[config.mk]
export PLATFORM = sky130hd
export DESIGN_NAME = delivery_ack_timeout_tracker_unit_flat
export DESIGN_NICKNAME = d
export VERILOG_FILES = /design/src/datt_pkg.sv /design/src/datt_if.sv /design/src/datt_front.sv /design/src/datt_back.sv /design/src/delivery_ack_timeout_tracker_unit.sv /design/src/flat_wrapper.sv
export SDC_FILE = /design/constraint.sdc
export NUM_CORES = 2
export LEC_CHECK = 0
export ABC_CLOCK_PERIOD_IN_PS = 13500
export BUFFER_PORTS_ARGS = -buffer_cell sky130_fd_sc_hd__buf_2
export CAP_MARGIN = 20
export CORE_MARGIN = 5
export CORE_UTILIZATION = 50
export CTS_BUF_LIST = sky130_fd_sc_hd__clkbuf_2 sky130_fd_sc_hd__clkbuf_4 sky130_fd_sc_hd__clkbuf_8
export DETAILED_ROUTE_END_ITERATION = 10
export PLACE_DENSITY = 0.7
export REMOVE_ABC_BUFFERS = 1
export SYNTH_ARGS = -nofsm -noshare
export SYNTH_HDL_FRONTEND = slang
export SYNTH_SLANG_ARGS = --single-unit
[constraint.sdc]
create_clock -name clk -period 13.5 [get_ports clk]
set_clock_uncertainty 0.1 [all_clocks]
set_input_delay 2.025 -clock clk [delete_from_list [all_inputs] [get_ports clk]]
set_output_delay 2.025 -clock clk [all_outputs]
set_load 0.005 [all_outputs]
[src/datt_pkg.sv]
`default_nettype none
package datt_pkg;
  localparam int unsigned DELIVERY_SLOTS = 16;
  localparam int unsigned ACK_QUEUE_DEPTH = 16;
  localparam int unsigned SLOT_W = $clog2(DELIVERY_SLOTS);
  localparam int unsigned ACKQ_W = $clog2(ACK_QUEUE_DEPTH);
  localparam int unsigned FILL_W = $clog2(ACK_QUEUE_DEPTH + 1);
  localparam logic [31:0] TIMEOUT_RESET = 32'd1000;
  localparam int unsigned CMDQ_DEPTH = 2;

  typedef enum logic [2:0] {
    FUNC_SEND  = 3'd0,
    FUNC_RECV  = 3'd1,
    FUNC_ACK   = 3'd2,
    FUNC_SWEEP = 3'd3,
    FUNC_FLUSH = 3'd4,
    FUNC_CLEAR = 3'd5
  } func_t;

  typedef enum logic [3:0] {
    RK_SENT     = 4'd0,
    RK_FULL     = 4'd1,
    RK_IN_ORDER = 4'd2,
    RK_OUT_ORD  = 4'd3,
    RK_ACKED    = 4'd4,
    RK_UNKNOWN  = 4'd5,
    RK_TIMEOUT  = 4'd6,
    RK_SWEEP_DN = 4'd7,
    RK_ACK_HDR  = 4'd8,
    RK_ACK_ENT  = 4'd9,
    RK_CLEARED  = 4'd10
  } rkind_t;

  typedef struct packed {
    func_t       func;
    logic [31:0] seq_value;
    logic [31:0] now_time;
  } cmd_t;
endpackage
`default_nettype wire

[src/datt_if.sv]
`default_nettype none
interface datt_in_if (input wire logic clk);
  logic        valid;
  logic        ready;
  logic [2:0]  func;
  logic [31:0] seq_value;
  logic [31:0] now_time;
  modport source (output valid, func, seq_value, now_time, input ready);
  modport sink (input valid, func, seq_value, now_time, output ready);
endinterface

interface datt_out_if (input wire logic clk);
  logic        valid;
  logic        ready;
  logic [3:0]  result_kind;
  logic [31:0] seq_out;
  logic [4:0]  ack_total;
  logic        ack_dropped;
  logic        last;
  modport source (output valid, result_kind, seq_out, ack_total, ack_dropped, last,
                  input ready);
  modport sink (input valid, result_kind, seq_out, ack_total, ack_dropped, last,
                output ready);
endinterface
`default_nettype wire

[src/datt_front.sv]
`default_nettype none
module datt_front
  import datt_pkg::*;
(
  input  wire logic clk,
  input  wire logic rst_n,
  datt_in_if.sink   in_ch,
  output cmd_t      cmd,
  output logic      cmd_valid,
  input  wire logic cmd_pop
);
  localparam int unsigned PW = $clog2(CMDQ_DEPTH);
  cmd_t          q_r [CMDQ_DEPTH];
  logic [PW-1:0] wp_r, rp_r;
  logic [PW:0]   cnt_r;
  logic          legal, push;

  // unused codes are dropped here
  assign legal = (in_ch.func <= 3'(FUNC_CLEAR));
  assign in_ch.ready = (cnt_r != (PW+1)'(CMDQ_DEPTH));
  assign push = in_ch.valid && in_ch.ready && legal;
  assign cmd = q_r[rp_r];
  assign cmd_valid = (cnt_r != '0);

  always_ff @(posedge clk) begin
    if (push) begin
      q_r[wp_r] <= '{func: func_t'(in_ch.func), seq_value: in_ch.seq_value,
                     now_time: in_ch.now_time};
    end
    if (!rst_n) begin
      wp_r <= '0;
      rp_r <= '0;
      cnt_r <= '0;
    end else begin
      if (push) wp_r <= wp_r + 1'b1;
      if (cmd_pop) rp_r <= rp_r + 1'b1;
      cnt_r <= cnt_r + (PW+1)'(push) - (PW+1)'(cmd_pop);
    end
  end
endmodule
`default_nettype wire

[src/datt_back.sv]
`default_nettype none
module datt_back
  import datt_pkg::*;
(
  input  wire logic        clk,
  input  wire logic        rst_n,
  input  wire logic        cfg_we,
  input  wire logic [31:0] cfg_wdata,
  input  wire cmd_t        cmd,
  input  wire logic        cmd_valid,
  output logic             cmd_pop,
  datt_out_if.source       out_ch
);
  typedef enum logic [1:0] {S_IDLE, S_SCAN, S_FLUSH, S_EMIT} st_t;

  st_t               st_r;
  cmd_t              c_r;
  logic [31:0]       tmo_r, nout_r, nin_r;
  logic [31:0]       sseq_r [DELIVERY_SLOTS];
  logic [31:0]       stime_r [DELIVERY_SLOTS];
  logic [DELIVERY_SLOTS-1:0] sval_r;
  logic [31:0]       ackq_r [ACK_QUEUE_DEPTH];
  logic [FILL_W-1:0] fill_r;
  logic [SLOT_W:0]   idx_r;
  logic [FILL_W-1:0] fidx_r;
  logic              found_r;
  logic [SLOT_W-1:0] free_idx;
  logic              has_free;
  logic [SLOT_W-1:0] si;
  logic [31:0]       age;
  logic              ovalid_r, olast_r, odrop_r;
  logic [3:0]        okind_r;
  logic [31:0]       oseq_r;
  logic [4:0]        otot_r;
  logic              ofree;
  logic              oload;

  assign ofree = !ovalid_r || out_ch.ready;
  assign out_ch.valid = ovalid_r;
  assign out_ch.result_kind = okind_r;
  assign out_ch.seq_out = oseq_r;
  assign out_ch.ack_total = otot_r;
  assign out_ch.ack_dropped = odrop_r;
  assign out_ch.last = olast_r;
  assign si = idx_r[SLOT_W-1:0];
  assign age = c_r.now_time - stime_r[si];

  always_comb begin
    free_idx = '0;
    has_free = 1'b0;
    for (int i = DELIVERY_SLOTS - 1; i >= 0; i--) begin
      if (!sval_r[i]) begin
        free_idx = SLOT_W'(i);
        has_free = 1'b1;
      end
    end
  end

  assign cmd_pop = (st_r == S_IDLE) && cmd_valid && ofree;

  // a new result enters the output register this cycle
  always_comb begin
    oload = 1'b0;
    unique case (st_r)
      S_IDLE: oload = cmd_pop && (cmd.func != FUNC_ACK) && (cmd.func != FUNC_SWEEP);
      S_SCAN: oload = ofree && (idx_r == (SLOT_W+1)'(DELIVERY_SLOTS) || found_r ||
                                (c_r.func != FUNC_ACK && sval_r[si] && age >= tmo_r));
      S_FLUSH: oload = ofree;
      default: oload = 1'b0;
    endcase
  end

  always_ff @(posedge clk) begin
    if (!rst_n) begin
      st_r <= S_IDLE;
      tmo_r <= TIMEOUT_RESET;
      nout_r <= '0;
      nin_r <= '0;
      sval_r <= '0;
      fill_r <= '0;
      ovalid_r <= 1'b0;
    end else begin
      if (cfg_we) tmo_r <= cfg_wdata;
      ovalid_r <= oload || (ovalid_r && !out_ch.ready);
      unique case (st_r)
        S_IDLE: begin
          if (cmd_pop) begin
            c_r <= cmd;
            idx_r <= '0;
            fidx_r <= '0;
            found_r <= 1'b0;
            unique case (cmd.func)
              FUNC_SEND: begin
                okind_r <= has_free ? RK_SENT : RK_FULL;
                oseq_r <= nout_r;
                otot_r <= '0;
                odrop_r <= 1'b0;
                olast_r <= 1'b1;
                if (has_free) begin
                  sval_r[free_idx] <= 1'b1;
                  sseq_r[free_idx] <= nout_r;
                  stime_r[free_idx] <= cmd.now_time;
                  nout_r <= nout_r + 32'd1;
                end
              end
              FUNC_RECV: begin
                okind_r <= (cmd.seq_value == nin_r) ? RK_IN_ORDER : RK_OUT_ORD;
                oseq_r <= cmd.seq_value;
                otot_r <= '0;
                odrop_r <= !(fill_r < FILL_W'(ACK_QUEUE_DEPTH));
                olast_r <= 1'b1;
                if (cmd.seq_value == nin_r) nin_r <= nin_r + 32'd1;
                if (fill_r < FILL_W'(ACK_QUEUE_DEPTH)) begin
                  ackq_r[fill_r[ACKQ_W-1:0]] <= cmd.seq_value;
                  fill_r <= fill_r + 1'b1;
                end
              end
              FUNC_FLUSH: begin
                okind_r <= RK_ACK_HDR;
                oseq_r <= '0;
                otot_r <= 5'(fill_r);
                odrop_r <= 1'b0;
                olast_r <= (fill_r == '0);
                if (fill_r != '0) st_r <= S_FLUSH;
              end
              FUNC_CLEAR: begin
                okind_r <= RK_CLEARED;
                oseq_r <= '0;
                otot_r <= '0;
                odrop_r <= 1'b0;
                olast_r <= 1'b1;
                sval_r <= '0;
                fill_r <= '0;
              end
              default: begin
                otot_r <= '0;
                odrop_r <= 1'b0;
                st_r <= S_SCAN;
              end
            endcase
          end
        end
        S_SCAN: begin
          if (ofree) begin
            if (idx_r == (SLOT_W+1)'(DELIVERY_SLOTS) || found_r) begin
              olast_r <= 1'b1;
              oseq_r <= (c_r.func == FUNC_ACK) ? c_r.seq_value : 32'd0;
              if (c_r.func == FUNC_ACK) begin
                okind_r <= found_r ? RK_ACKED : RK_UNKNOWN;
              end else begin
                okind_r <= RK_SWEEP_DN;
              end
              st_r <= S_IDLE;
            end else begin
              idx_r <= idx_r + 1'b1;
              if (c_r.func == FUNC_ACK) begin
                if (sval_r[si] && sseq_r[si] == c_r.seq_value) begin
                  sval_r[si] <= 1'b0;
                  found_r <= 1'b1;
                end
              end else if (sval_r[si] && age >= tmo_r) begin
                sval_r[si] <= 1'b0;
                okind_r <= RK_TIMEOUT;
                oseq_r <= sseq_r[si];
                olast_r <= 1'b0;
              end
            end
          end
        end
        S_FLUSH: begin
          if (ofree) begin
            okind_r <= RK_ACK_ENT;
            otot_r <= '0;
            oseq_r <= ackq_r[fidx_r[ACKQ_W-1:0]];
            fidx_r <= fidx_r + 1'b1;
            olast_r <= (fidx_r + 1'b1 == fill_r);
            if (fidx_r + 1'b1 == fill_r) begin
              fill_r <= '0;
              st_r <= S_IDLE;
            end
          end
        end
        default: st_r <= S_IDLE;
      endcase
    end
  end
endmodule
`default_nettype wire

[src/delivery_ack_timeout_tracker_unit.sv]
`default_nettype none
// Tracks pending deliveries (16 slots) and a 16-entry ack queue. A two-entry
// command queue decouples intake from execution, so an accepted transaction
// is registered in the queue before the executor sees it. Send, receive and
// clear complete at dispatch. An ack match walks the slots one per cycle while
// the output is free and stops at the first hit; a timeout sweep always walks
// all 16; either runs as dispatch, one step per slot, then the final result.
// A flush emits a header and then one entry per queued ack. Every step that
// emits a result waits while the output register holds an unaccepted result.
// Unused function codes are dropped at intake with no result.
module delivery_ack_timeout_tracker_unit
  import datt_pkg::*;
(
  input  wire logic        clk,
  input  wire logic        rst_n,
  input  wire logic        cfg_we,
  input  wire logic [31:0] cfg_wdata,
  datt_in_if.sink          in_ch,
  datt_out_if.source       out_ch
);
  cmd_t cmd;
  logic cmd_valid, cmd_pop;

  datt_front u_front (
    .clk(clk), .rst_n(rst_n), .in_ch(in_ch),
    .cmd(cmd), .cmd_valid(cmd_valid), .cmd_pop(cmd_pop)
  );

  datt_back u_back (
    .clk(clk), .rst_n(rst_n), .cfg_we(cfg_we), .cfg_wdata(cfg_wdata),
    .cmd(cmd), .cmd_valid(cmd_valid), .cmd_pop(cmd_pop), .out_ch(out_ch)
  );
endmodule
`default_nettype wire

[src/flat_wrapper.sv]
// flat-port wrapper written by rule: the top's interface ports become plain ports
module delivery_ack_timeout_tracker_unit_flat import datt_pkg::*;
  (clk, rst_n, cfg_we, cfg_wdata, in_ch_valid, in_ch_func, in_ch_seq_value, in_ch_now_time, in_ch_ready, out_ch_valid, out_ch_result_kind, out_ch_seq_out, out_ch_ack_total, out_ch_ack_dropped, out_ch_last, out_ch_ready);
  datt_in_if in_ch_i (.clk(clk));
  datt_out_if out_ch_i (.clk(clk));
  input  wire logic clk;
  input  wire logic rst_n;
  input  wire logic cfg_we;
  input  wire logic [31:0] cfg_wdata;
  input wire logic [$bits(in_ch_i.valid)-1:0] in_ch_valid;
  input wire logic [$bits(in_ch_i.func)-1:0] in_ch_func;
  input wire logic [$bits(in_ch_i.seq_value)-1:0] in_ch_seq_value;
  input wire logic [$bits(in_ch_i.now_time)-1:0] in_ch_now_time;
  output wire logic [$bits(in_ch_i.ready)-1:0] in_ch_ready;
  output wire logic [$bits(out_ch_i.valid)-1:0] out_ch_valid;
  output wire logic [$bits(out_ch_i.result_kind)-1:0] out_ch_result_kind;
  output wire logic [$bits(out_ch_i.seq_out)-1:0] out_ch_seq_out;
  output wire logic [$bits(out_ch_i.ack_total)-1:0] out_ch_ack_total;
  output wire logic [$bits(out_ch_i.ack_dropped)-1:0] out_ch_ack_dropped;
  output wire logic [$bits(out_ch_i.last)-1:0] out_ch_last;
  input wire logic [$bits(out_ch_i.ready)-1:0] out_ch_ready;
  assign in_ch_i.valid = in_ch_valid;
  assign in_ch_i.func = in_ch_func;
  assign in_ch_i.seq_value = in_ch_seq_value;
  assign in_ch_i.now_time = in_ch_now_time;
  assign in_ch_ready = in_ch_i.ready;
  assign out_ch_valid = out_ch_i.valid;
  assign out_ch_result_kind = out_ch_i.result_kind;
  assign out_ch_seq_out = out_ch_i.seq_out;
  assign out_ch_ack_total = out_ch_i.ack_total;
  assign out_ch_ack_dropped = out_ch_i.ack_dropped;
  assign out_ch_last = out_ch_i.last;
  assign out_ch_i.ready = out_ch_ready;
  delivery_ack_timeout_tracker_unit u_core (.clk(clk), .rst_n(rst_n), .cfg_we(cfg_we), .cfg_wdata(cfg_wdata), .in_ch(in_ch_i), .out_ch(out_ch_i));
endmodule
### Word-level counts from Yosys, hierarchy flattened

Memory sizes are Yosys's and may differ from the RTL's. A register that Yosys moved wholly into a read port is not among the register bits.
Cells that the tools add are included.

* bits in registers: 245
* bits in writable memories: 1670
* input port bits: 104
* output and inout bits: 45
* word-level logic and storage cells: 249
* memories kept: 4

* $add $sub $neg: 10
* order comparisons: 7
* eq/ne operators: 35
* multiplexer cells: 126
* bitwise operators: 3
* reduce and logical (&&, ||, !) cells: 43

Memory list
* u_core.u_back.ackq_r: depth 16, bits a word 32, rd ports 1, clocked after memory_dff 1, write ports 1, line datt_back.sv:22 `logic [31:0] ackq_r [ACK_QUEUE_DEPTH];`
* u_core.u_back.sseq_r: depth 16, bits a word 32, rd ports 1, clocked after memory_dff 1, write ports 1, line datt_back.sv:19 `logic [31:0] sseq_r [DELIVERY_SLOTS];`
* u_core.u_back.stime_r: depth 16, bits a word 32, rd ports 1, clocked after memory_dff 1, write ports 1, line datt_back.sv:20 `logic [31:0] stime_r [DELIVERY_SLOTS];`
* u_core.u_front.q_r: depth 2, bits a word 67, rd ports 1, clocked after memory_dff 1, write ports 1, line datt_front.sv:13 `cmd_t q_r [CMDQ_DEPTH];`

Operator list (count)
* $mux W32: 7
* $pmux W32 S3: 2
* $mux W16: 7
* $mux W4: 25
* $add A32 B1 Y32 const B: 2
* $eq A32 B32 Y1: 2
* $pmux W16 S2: 2
* $mux W5: 11
* $pmux W5 S2: 5
* $mux W1: 49
* $ge A32 B32 Y1: 1
* $reduce_and A8 Y1: 4
* $sub A32 B32 Y32: 1
* $ne A3 B3 Y1 const B: 7
* $ne A2 B2 Y1 const B: 10
* $and A16 B16 Y16: 1
* $not A16 Y16: 1
* $or A16 B16 Y16: 1
* $pmux W4 S4: 1
* $add A5 B1 Y5 const B: 3
* $logic_and A1 B1 Y1: 14
* $mux W2: 7
* $reduce_and A7 Y1: 2
* $ne A3 B2 Y1 const B: 4
* other kinds (38): 55

### Longest topological paths before layout

* depth in word-level cells: 25
* depth in mapped cells: 35
* gate-level depth less buffers: 25

### Cells and area by module

A second synthesis with hierarchy kept.

* cells, all modules: 4083
* area, all modules: 77849.7 um^2

By module, submodules not included
* datt_back: instances 1, cells each 3847, area an instance 72649.7 um^2
* datt_front: instances 1, cells each 236, area an instance 5200.0 um^2

### Worst setup path before layout

Ideal clock, no wire load.

* path type: reg2reg
* from: register with a tool-made name
* to: register u_core.u_back.oseq_r[0], in the netlist u_core.u_back.out_ch.seq_out[0], enable pin
* setup time: 0.421 ns
* arrival: 7.886 ns
* path slack: 5.093 ns
* stages on the path, launching flop included: 33
* buffers on the path: 9
* clock period less this slack: 8.407 ns
* path through: dfxtp_1 > buf_4 > buf_6 > buf_4 > buf_4 > buf_2 > clkbuf_1 > buf_1 > clkbuf_1 > clkbuf_1 > mux4_2 > mux4_2 > inv_1 > ha_1 > a21oi_1 > nand3_1 > o21ai_0 > nand2_1 > or3_1 > a21oi_1 > o21bai_1 > a21oi_1 > xnor2_1 > ha_1 > nand4_1 > nor2_1 > o21ai_0 > nor4bb_1 > a211oi_1 > o41ai_1 > a21oi_1 > o211ai_1 > nor2_1

RTL lines
* end signal: assignment: line datt_back.sv:95 `oseq_r <= nout_r;`
* end signal: assignment: line datt_back.sv:108 `oseq_r <= cmd.seq_value;`
* end signal: assignment: line datt_back.sv:147 `oseq_r <= (c_r.func == FUNC_ACK) ? c_r.seq_value : 32'd0;`
* end: declaration: line datt_back.sv:33 `logic [31:0] oseq_r;`

==> reports/summary.txt <==
Worst EP arrival: 8540 ps
vias in the first global route: 41980
CTS Buf Count: 320
die area: 0.1635 mm2
CP Class: reg -> reg
Area Overhead vs Synth: 12.66%
DRT Pass-1 Iters: 5
crit start category: flop
max incr delay on CP: 640 ps
initial core utilization: 50.35%
slowest CP cell: buf_12
final worst path period share: 59.04%
Final Instance Count excl. Fillers: 6839
global-route wire length before repair: 282900 um
RSZ-0062 raised after global routing: false
fillcell total: 11600
root buffer cell: clkbuf_8
Tightest Pin Transition: 1107 ps
maximum vdd drop: 0.1706 mV
CTS H-Tree Depth: 5
initial antenna violation count: 9
hold slack: 395.5 ps
clock-pin slew on the worst setup and hold paths: 60 ps
die width: 404.3 um
GP Congestion: 0.8694
cell count after synthesis: 4181
layout cell share with drive strength beyond 1: 27.53%
Wirelength per Cell: 28.46 um
LEAKAGE: 29.51 nW
CTS max path bufs: 4
Vert. Die Dim: 404.3 um
Max Fclk: 125.5 MHz
pwr dens: 191.6 mW/mm2
cts-stage hold buffer count: 0
dpl hpwl: 110600 um
share of the synthesized area in the top cell type: 69.18%
Cell Area, Synth: 0.07774 mm2
GR Util All Layers: 23.66%
initial DRC count: 4887
Worst slew margin: 25.99%
Cell Area, Placed: 0.08130 mm2
dominant cells by area after synthesis: edfxtp_1, mux4_2, dfxtp_1, mux2_2, ha_1
largest net degree at the start of global routing: 93
post-cts sizing count: 0
placed insts: 6281
via count: 41880
NumNets Final: 4746
Total Power: 16.78 mW
CORE AREA: 0.1544 mm2
register bit count reported by yosys: 1924
synth warn: 0
Synth area leader: edfxtp_1
Seq/Total Area, Yosys: 72.61%
fin area: 0.08758 mm2
pre-CTS WS: 5234 ps
worst hold path type: reg -> reg
internal power: 11.70 mW
Clk Latency, worst-skew pair: 1020 ps
post-synthesis cell type count: 73
switching pwr: 5.082 mW
Flop pwr share: 42.8%
Hold Violations, Final: 0
DRC Markers: 0
crit-path most repeated cell: a21oi_1
Crit Path Max Fanout: 92
drt total wl: 194600 um
slack of the critical path: 5529 ps
fin crit period: 7971 ps
vias per cell: 6.123
clk sinks: 1924
GR Overflow Total: 0
input/output buffers: 148
# rows: 144
top_reg_cell synth: edfxtp_1
Gate power share: 27.0%
Final setup viols: 0
Routed Antenna Nets: 0
CP required: 14070 ps
Boundary Pins: 149
CTS tree: yes
Post-synth EDFFs: 1791
Final Max Tran Viols: 0
outcome: finished, final reports clean
post-CTS setup buffers: 0
Avg Inst Size Synth: 18.59 um2
Sw Share: 30.29%
Clock power frac: 30.2%
Max-Cap Viols: 0
Synth async-reset ratio: 0%
Setup crit end kind: flop
[cells in the final DEF, fill, tap and decap left out, types with 15 or more instances in the layout]
| cell type | instances |
|---|---|
| a21o_1 | 19 |
| a21oi_1 | 87 |
| a221oi_1 | 15 |
| a22oi_1 | 44 |
| a31oi_1 | 25 |
| and2_1 | 18 |
| and3_1 | 32 |
| buf_2 | 148 |
| buf_4 | 97 |
| clkbuf_4 | 103 |
| clkbuf_8 | 339 |
| clkinv_1 | 64 |
| clkinv_2 | 30 |
| dfxtp_1 | 124 |
| edfxtp_1 | 1791 |
| ha_1 | 80 |
| inv_1 | 105 |
| mux2_2 | 97 |
| mux2i_1 | 99 |
| mux4_2 | 426 |
| nand2_1 | 200 |
| nand2b_1 | 27 |
| nand3_1 | 68 |
| nand4_1 | 24 |
| nor2_1 | 173 |
| nor2_4 | 34 |
| nor2b_1 | 22 |
| nor3_1 | 28 |
| nor4_1 | 17 |
| o211ai_1 | 26 |
| o21ai_0 | 67 |
| xnor2_1 | 92 |
| xor2_1 | 85 |
[synth_stat cells (all sizes together), types with 19 or more instances]
master / instances
nand2b: 27
edfxtp: 1791
nand2: 200
dfxtp: 133
buf: 88
a21o: 19
mux2i: 99
mux2: 97
mux4: 426
xnor2: 92
ha: 81
xor2: 85
nor2: 207
nor3: 32
nand3: 68
inv: 109
a21oi: 89
o21ai: 67
clkbuf: 102
o211ai: 26
nand4: 24
a31oi: 25
nor2b: 22
and3: 32
a22oi: 44
[final cells by class]
cell class,count,area [um2],share of cell area [%]
clock buffer,442,5439,6.211
multi-input combinational,1956,20360,23.24
inverter,111,422.9,0.4829
clock inverter,111,800.8,0.9144
tap,2044,2557,2.920
timing repair buffer,247,1516,1.732
sequential,1924,56470,64.48
antenna,4,10.01,0.01143
[registers in the layout, indices dropped and copies added (netlist names), 4 cells and up, named ones only]
register / flops
u_core.u_back.ackq_r: 512
u_core.u_back.sseq_r: 512
u_core.u_back.stime_r: 512
u_core.u_front.q_r: 134
u_core.u_back.c_r: 67
u_core.u_back.nin_r: 32
u_core.u_back.nout_r: 32
u_core.u_back.out_ch.seq_out: 32
u_core.u_back.tmo_r: 32
u_core.u_back.sval_r: 16
u_core.u_back.fidx_r: 5
u_core.u_back.fill_r: 5
u_core.u_back.idx_r: 5
u_core.u_back.out_ch.ack_total: 5
u_core.u_back.out_ch.result_kind: 4
[cells by family after synthesis]
family                   count (synthesis)  share of synthesized area [%]
flip-flops                            1924                          72.61
AND/OR/NAND/NOR                        692                          4.180
multiplexers                           622                          15.02
AO/OA/AOI/OAI                          383                          3.293
buffers and inverters                  301                          1.573
XOR/XNOR                               177                          1.994
adder cells (fa/ha/maj)                 82                          1.329
[routing by layer]
metal  GRT usage [%]  up-vias  part of all wire [%]
met5               0        -                 0.013
met4           8.655        4                   3.5
met3           4.246      417                   8.1
met2           38.80     2130                    49
li1                -    17620                     -
met1           32.18    21710                    39
[power groups by stage]
stage / Sequential [mW] / Combinational [mW] / Clock [mW]
finish: 7.18 / 4.53 / 5.07
global route: 7.20 / 4.91 / 5.47
CTS: 7.22 / 4.50 / 5.16
detailed placement: 7.34 / 4.48 / 0
global placement: 7.33 / 4.41 / 0
floorplan: 7.54 / 3.23 / 0
[worst max-delay path: cells and delay by family (launching register included)]
family / cells / cell delay [ps]
buffers and inverters: 5 / 1570
DFF: 1 / 470
xor gates and xnor gates: 1 / 140
muxes: 2 / 1080
and+or+nand+nor: 7 / 1180
adders and majority gates: 2 / 550
AOI/OAI and AO/OA: 11 / 2380
[final timing paths]
check / from / end / slack [ps] / cells after the start
max: flop / u_core.u_back.out_ch.seq_out[10] / 5530 / 28
min: u_core.u_back.tmo_r[29] / u_core.u_back.tmo_r[29] / 400 / 2
max reg2reg: flop / u_core.u_back.out_ch.seq_out[10] / 5530 / 28
min reg2reg: u_core.u_back.tmo_r[29] / u_core.u_back.tmo_r[29] / 400 / 2
[stage by stage]
step | util, % | setup TNS [ps]
6_report | 56.72 | 0
4_1_cts | 56.69 | 0
5_1_grt | 56.71 | 0
3_5_place_dp | 52.65 | 0
3_3_place_gp | 52.65 | 0
2_1_floorplan | - | -22360
(Power assumes the default switching activity.)
